[src/cau_pkg.sv]
// Shared types for the complex arithmetic unit: command codes and the
// per-item flag bundle that travels down the pipeline. No dependencies.
package cau_pkg;

  // Command codes carried in the low bits of the input word
  typedef enum logic [2:0] {
    CMD_ADD = 3'd0,
    CMD_SUB = 3'd1,
    CMD_MUL = 3'd2,
    CMD_DIV = 3'd3,
    CMD_NEG = 3'd4,
    CMD_CMP = 3'd5,
    CMD_INC = 3'd6,
    CMD_DEC = 3'd7
  } cmd_e;

  // Status that rides along with each word
  typedef struct packed {
    cmd_e cmd;
    logic mag_less;
    logic mag_greater;
    logic parts_equal;
    logic a_is_zero;
    logic div_by_zero;
    logic ovf;          // saturation of a non-divide result
    logic big_re;       // divide quotient magnitude at or above 2^W
    logic big_im;
    logic neg_re;       // divide quotient sign
    logic neg_im;
  } flag_t;

endpackage

[src/cau_prep.sv]
// Sum and prepare stages of the complex arithmetic unit: product sums,
// simple results with saturation, magnitude compare, divider operands.
// Depends on cau_pkg.
module cau_prep import cau_pkg::*; #(
  parameter int W = 32,
  parameter int F = 16
) (
  input  logic                  clk_i,
  input  logic                  rst_ni,
  input  logic                  valid_i,
  output logic                  ready_o,
  input  cmd_e                  cmd_i,
  input  logic signed [W-1:0]   ar_i,
  input  logic signed [W-1:0]   ai_i,
  input  logic signed [W-1:0]   br_i,
  input  logic signed [W-1:0]   bi_i,
  input  logic signed [2*W-1:0] p_arbr_i,
  input  logic signed [2*W-1:0] p_aibi_i,
  input  logic signed [2*W-1:0] p_arbi_i,
  input  logic signed [2*W-1:0] p_aibr_i,
  input  logic signed [2*W-1:0] p_arar_i,
  input  logic signed [2*W-1:0] p_aiai_i,
  input  logic signed [2*W-1:0] p_brbr_i,
  input  logic signed [2*W-1:0] p_bibi_i,
  output logic                  valid_o,
  input  logic                  ready_i,
  output logic [W-1:0]          res_re_o,
  output logic [W-1:0]          res_im_o,
  output logic [2*W+F:0]        num_re_o,
  output logic [2*W+F:0]        num_im_o,
  output logic [2*W-1:0]        den_o,
  output flag_t                 flags_o
);

  localparam int SW = 2 * W + 1;
  localparam int XW = W + 2;
  localparam int NW = SW + F;
  localparam int CW = NW + W + 1;
  localparam logic signed [XW-1:0] ONE  = XW'(1) <<< F;
  localparam logic signed [SW-1:0] SMAX = (SW'(1) <<< (W - 1)) - SW'(1);
  localparam logic signed [SW-1:0] SMIN = -(SW'(1) <<< (W - 1));

  logic rdy_b, rdy_c;
  logic vb_q, vc_q;

  assign rdy_c   = !vc_q || ready_i;
  assign rdy_b   = !vb_q || rdy_c;
  assign ready_o = rdy_b;
  assign valid_o = vc_q;

  always_ff @(posedge clk_i or negedge rst_ni) begin
    if (!rst_ni) begin
      vb_q <= 1'b0;
      vc_q <= 1'b0;
    end else begin
      if (rdy_b) vb_q <= valid_i;
      if (rdy_c) vc_q <= vb_q;
    end
  end

  // ---- stage B: sums and simple results ----
  logic signed [XW-1:0] ar_x, ai_x, br_x, bi_x;
  logic signed [XW-1:0] smp_re_d, smp_im_d, smp_re_q, smp_im_q;
  logic signed [SW-1:0] mre_d, mim_d, dre_d, dim_d, maga_d, magb_d;
  logic signed [SW-1:0] mre_q, mim_q, dre_q, dim_q, maga_q, magb_q;
  cmd_e                 cmd_b_q;
  logic                 eq_q, az_q;

  assign ar_x = XW'(ar_i);
  assign ai_x = XW'(ai_i);
  assign br_x = XW'(br_i);
  assign bi_x = XW'(bi_i);

  always_comb begin
    smp_re_d = '0;
    smp_im_d = '0;
    case (cmd_i)
      CMD_ADD: begin smp_re_d = ar_x + br_x; smp_im_d = ai_x + bi_x; end
      CMD_SUB: begin smp_re_d = ar_x - br_x; smp_im_d = ai_x - bi_x; end
      CMD_NEG: begin smp_re_d = -ar_x;       smp_im_d = -ai_x;       end
      CMD_INC: begin smp_re_d = ar_x + ONE;  smp_im_d = ai_x;        end
      CMD_DEC: begin smp_re_d = ar_x - ONE;  smp_im_d = ai_x;        end
      default: begin smp_re_d = '0;          smp_im_d = '0;          end
    endcase
  end

  assign mre_d  = SW'(p_arbr_i) - SW'(p_aibi_i);
  assign mim_d  = SW'(p_arbi_i) + SW'(p_aibr_i);
  assign dre_d  = SW'(p_arbr_i) + SW'(p_aibi_i);
  assign dim_d  = SW'(p_aibr_i) - SW'(p_arbi_i);
  assign maga_d = SW'(p_arar_i) + SW'(p_aiai_i);
  assign magb_d = SW'(p_brbr_i) + SW'(p_bibi_i);

  always_ff @(posedge clk_i) begin
    if (rdy_b && valid_i) begin
      cmd_b_q  <= cmd_i;
      smp_re_q <= smp_re_d;
      smp_im_q <= smp_im_d;
      mre_q    <= mre_d;
      mim_q    <= mim_d;
      dre_q    <= dre_d;
      dim_q    <= dim_d;
      maga_q   <= maga_d;
      magb_q   <= magb_d;
      eq_q     <= (ar_i == br_i) && (ai_i == bi_i);
      az_q     <= (ar_i == '0) && (ai_i == '0);
    end
  end

  // ---- stage C: saturate, compare, divider operands ----
  logic signed [SW-1:0] wre, wim;
  logic                 ovf_re, ovf_im;
  logic [W-1:0]         res_re_d, res_im_d;
  logic signed [NW-1:0] nre, nim;
  logic [NW-1:0]        mag_re, mag_im;
  logic [2*W-1:0]       den_d;
  flag_t                flg_d;

  always_comb begin
    if (cmd_b_q == CMD_MUL) begin
      wre = mre_q >>> F;
      wim = mim_q >>> F;
    end else begin
      wre = SW'(smp_re_q);
      wim = SW'(smp_im_q);
    end
  end

  assign ovf_re   = (wre > SMAX) || (wre < SMIN);
  assign ovf_im   = (wim > SMAX) || (wim < SMIN);
  assign res_re_d = ovf_re ? ((wre > SMAX) ? SMAX[W-1:0] : SMIN[W-1:0]) : wre[W-1:0];
  assign res_im_d = ovf_im ? ((wim > SMAX) ? SMAX[W-1:0] : SMIN[W-1:0]) : wim[W-1:0];

  // Divider numerators as sign and magnitude
  assign nre    = NW'(dre_q) <<< F;
  assign nim    = NW'(dim_q) <<< F;
  assign mag_re = nre[NW-1] ? NW'(-nre) : NW'(nre);
  assign mag_im = nim[NW-1] ? NW'(-nim) : NW'(nim);
  assign den_d  = magb_q[2*W-1:0];

  always_comb begin
    flg_d             = '0;
    flg_d.cmd         = cmd_b_q;
    flg_d.mag_less    = maga_q < magb_q;
    flg_d.mag_greater = maga_q > magb_q;
    flg_d.parts_equal = eq_q;
    flg_d.a_is_zero   = az_q;
    flg_d.div_by_zero = (cmd_b_q == CMD_DIV) && (magb_q == '0);
    flg_d.ovf         = ovf_re || ovf_im;
    flg_d.big_re      = CW'(mag_re) >= (CW'(den_d) << W);
    flg_d.big_im      = CW'(mag_im) >= (CW'(den_d) << W);
    flg_d.neg_re      = nre[NW-1];
    flg_d.neg_im      = nim[NW-1];
  end

  always_ff @(posedge clk_i) begin
    if (rdy_c && vb_q) begin
      res_re_o <= res_re_d;
      res_im_o <= res_im_d;
      num_re_o <= mag_re;
      num_im_o <= mag_im;
      den_o    <= den_d;
      flags_o  <= flg_d;
    end
  end

endmodule

[config.mk]
export PLATFORM = sky130hd
export DESIGN_NAME = cau_prep
export DESIGN_NICKNAME = d
export VERILOG_FILES = /design/src/cau_pkg.sv /design/src/cau_prep.sv
export SDC_FILE = /design/constraint.sdc
export NUM_CORES = 2
export LEC_CHECK = 0
export ABC_AREA = 0
export BUFFER_PORTS_ARGS = -buffer_cell sky130_fd_sc_hd__buf_2
export CAP_MARGIN = 20
export CORE_ASPECT_RATIO = 0.5
export CORE_MARGIN = 1
export CORE_UTILIZATION = 35
export CTS_BUF_LIST = sky130_fd_sc_hd__clkbuf_8 sky130_fd_sc_hd__clkbuf_16
export DETAILED_ROUTE_END_ITERATION = 6
export PLACE_DENSITY = 0.61
export SLEW_MARGIN = 15
export SYNTH_ARGS = -nofsm -noshare
export SYNTH_HDL_FRONTEND = slang
export SYNTH_SLANG_ARGS = --single-unit
[constraint.sdc]
create_clock -name clk_i -period 10.09 [get_ports clk_i]
set_input_delay 2.018 -clock clk_i [delete_from_list [all_inputs] [get_ports clk_i]]
set_output_delay 2.018 -clock clk_i [all_outputs]
set_load 0.005 [all_outputs]
==> flow_metrics.py <==
metrics = {
    "final_layout": {
        "regArea_um2": 21100,
        "final_design_area_no_fill_um2": 68300,
        "drive_gt1_share_pct": 15.6,
        "nets": 8520,
        "fillers": 16900,
        "area.growth.synth_to_final_pct": 15.5,
        "multiInputGateArea_um2": 35000,
    },
    "synthesis": {
        "synth_top_area_share_pct": 35.6,
        "syn_area_um2": 59200,
        "synthArstFlopShare_pct": 0.284,
        "synth_edf_count": 702,
        "yosysWarningCount": 0,
        "yosysMostFrequentCell": "edfxtp_1",
        "synth_area_leader_cell": "edfxtp_1",
        "synth_area_leaders": "edfxtp_1 36%, ha_1 14%, xnor2_1 6.5%",
        "synth_common_cells": "702 x edfxtp_1, 682 x ha_1, 591 x a21oi_1",
        "syn_avg_cell_area_um2": 9.20,
        "ys_seq_area_share_pct": 35.7,
        "ys_ff_latch": 704,
        "synth_ff_type": "edfxtp_1",
        "syn_inst": 6428,
        "synthDistinctLibCells": 92,
    },
    "routing": {
        "wl_um": 236000,
        "vias_per_cell": 5.68,
        "antenna_left": 0,
        "vias": 54300,
        "first_pass_iters": 6,
        "drc_errors": 0,
        "wire_per_inst_um": 24.7,
        "drtIter0Drc": 5000,
    },
    "power_and_ir_drop": {
        "leakagePower_nw": 28.4,
        "ir_drop_mv": 0.123,
        "powerDensity_nw_per_um2": 151,
    },
    "timing": {
        "final-setup-viol-count": 0,
        "hold_violations": 0,
        "fin_crit_sh_pct": 63.9,
        "max_slew_margin_pct": 25.7,
        "fin_ws_ns": 3.64,
        "rsz0062_at_grt": "no",
        "slew_viol_final": 0,
        "whs_ns": 0.443,
        "clock.fmax_mhz": 155,
        "worst_pin_slew_ns": 1.09,
        "period_minus_slack_ns": 6.45,
        "fin_tns_setup_ns": 0,
        "skew_ns": 0.0415,
    },
    "setup_path": {
        "r2r_end": "flags_o[3]",
        "rrSetupSlack_ns": 3.64,
        "worstSetupStartpointType": "register",
        "crit_type": "register to register",
        "end_kind": "register",
        "crit_required_ns": 10.65,
        "crit_arrival_ns": 7.00,
        "crit_path_start": "dre_q[8]",
        "rr_worst_depth": 19,
        "r2r_start": "dre_q[8]",
        "critPathMaxFanout": 6,
    },
    "clocking": {
        "htree_levels": 3,
        "clk_path_buf_depth": 3,
        "post_cts_buffers": 0,
        "ctsHoldBuffers": 0,
        "clk_pin_slew_ns": 0.08,
        "cts_root_buffer": "clkbuf_16",
        "insertion_delay_ns": 0.69,
        "numCtsBuffers": 75,
        "clkSinkCount": 704,
        "cts_tree": "done",
        "cts-resized-gates": 0,
    },
    "floorplan": {
        "die_y_um": 293,
        "coreArea_um2": 168000,
        "initial_utilization_pct": 35.3,
        "die_w_um": 583,
        "die-area_um2": 171000,
        "rows": 106,
        "io-pin-count": 952,
    },
    "global_route": {
        "grt_use_met1_pct": 33.7,
        "grt_util_met2_pct": 44.4,
        "grt_overflow": 0,
        "antenna_found_initial": 77,
        "grt_pass1_wl_um": 336000,
        "grt_usage_pct": 26.3,
        "met3_usage_pct": 3.10,
        "grt_busiest_layer": "met2",
        "grt_pass1_vias": 50700,
        "grt_max_degree": 155,
    },
    "min_path": {
        "hold_path_end": "flags_o[7]",
        "min_from": "eq_q",
        "holdPathStages": 0,
        "hold_path.class": "register to register",
    },
    "placed_design": {
        "gp_congestion": 0.997,
        "dpl_worst_slack_ns": 3.35,
        "placed_area_um2": 65700,
        "io_buffers": 919,
        "post-dp-hpwl_um": 192000,
    },
    "flow_run": {
        "max_cap_violations": 0,
    },
    "status": {
        "outcome": "finished clean",
    },
}
[power breakdown]
| group | internal (W) | switching, W |
|---|---|---|
| registers | 0.00377 | 0.000280 |
| logic | 0.00125 | 0.00211 |
| clock network | 0.00159 | 0.00129 |
| total | 0.00661 | 0.00368 |
[sequential cells by signal, indices dropped and copies added (netlist names), 3 cells and up]
register / cells
flags_o: 13
magb_q: 65
cmd_b_q: 3
num_im_o: 65
res_re_o: 32
num_re_o: 65
res_im_o: 32
den_o: 64
smp_im_q: 34
maga_q: 65
dre_q: 65
mim_q: 49
dim_q: 65
smp_re_q: 34
mre_q: 49
[layout by cell type (no fill, tap or decap), types with 67 or more instances in the layout]
cell / Yosys / layout
nand2_1: 323 / 322
o31ai_1: 115 / 115
nor2_1: 451 / 450
nand2b_1: 70 / 70
mux2i_1: 71 / 71
clkbuf_16: 0 / 77
nor4_1: 95 / 95
a21oi_1: 591 / 590
edfxtp_1: 702 / 702
inv_1: 488 / 496
nand3_1: 111 / 111
ha_1: 682 / 682
nor3_1: 146 / 146
nand4_1: 146 / 146
xnor2_1: 438 / 438
o21ai_0: 382 / 381
xor2_1: 89 / 89
o21ai_1: 67 / 67
buf_2: 1 / 918
or3_1: 70 / 70
o21bai_1: 113 / 113
a21o_1: 213 / 213
[area by class of cell]
| class | count | area share [%] |
|---|---|---|
| multi-input cells | 4954 | 51.3 |
| flip-flops and latches | 704 | 30.9 |
| repair buffers | 946 | 7.04 |
| well taps | 2268 | 4.15 |
| clock buffers | 77 | 2.82 |
| inverters | 502 | 2.76 |
| clock inverters | 56 | 0.826 |
| diodes | 48 | 0.176 |
[routing by layer]
| layer | up-vias | wire length, um |
|---|---|---|
| met2 | 2005 | 112000 |
| li1 | 25400 | - |
| met1 | 26400 | 99200 |
| met5 | - | 239 |
| met4 | 34 | 11600 |
| met3 | 460 | 12600 |
[critical path, cell delays in order, from the launching register on]
cell and delay (ns):
edfxtp_1 0.44, or4_1 0.58, or3_1 0.44, or4_1 0.52
or3_1 0.51, or4_1 0.58, nor2_2 0.20, nand4_1 0.34
o31ai_1 0.42, xnor2_1 0.16, ha_1 0.31, nand4_1 0.08
nor2_1 0.17, nand3_1 0.13, or3_1 0.52, nor4_1 0.23
nand3_1 0.14, o31a_1 0.30, nand2_1 0.08, o221a_2 0.17
[logic make-up (layout without fill, tap and decap cells)]
group | count (synthesis) | after routing | share of synthesized area (%)
compound gates | 1981 | 1981 | 21.3
simple gates | 1649 | 1649 | 13.9
buf+inv | 801 | 1581 | 5.30
flops | 704 | 704 | 35.7
fa+ha+maj | 690 | 690 | 14.7
xor+xnor | 527 | 527 | 7.80
mux | 75 | 75 | 1.28
other cells | 1 | 80 | 0.00634
[metrics by stage]
stage               std cells  util (%)  total power (W)
floorplan                6459         -          0.00609
global placement         9372      39.2          0.00739
detailed placement       9372      39.2          0.00740
CTS                      9505      40.7           0.0103
global route             9544      40.8           0.0108
finish                   9555      40.8           0.0103
[worst max path at each step]
stage / end
floorplan: den_o[0]
global placement: dre_q[34]
CTS: flags_o[3]
global route: flags_o[3]
detailed placement: dre_q[34]
finish: flags_o[3]
Note: power is estimated with default switching activity, not from simulation.
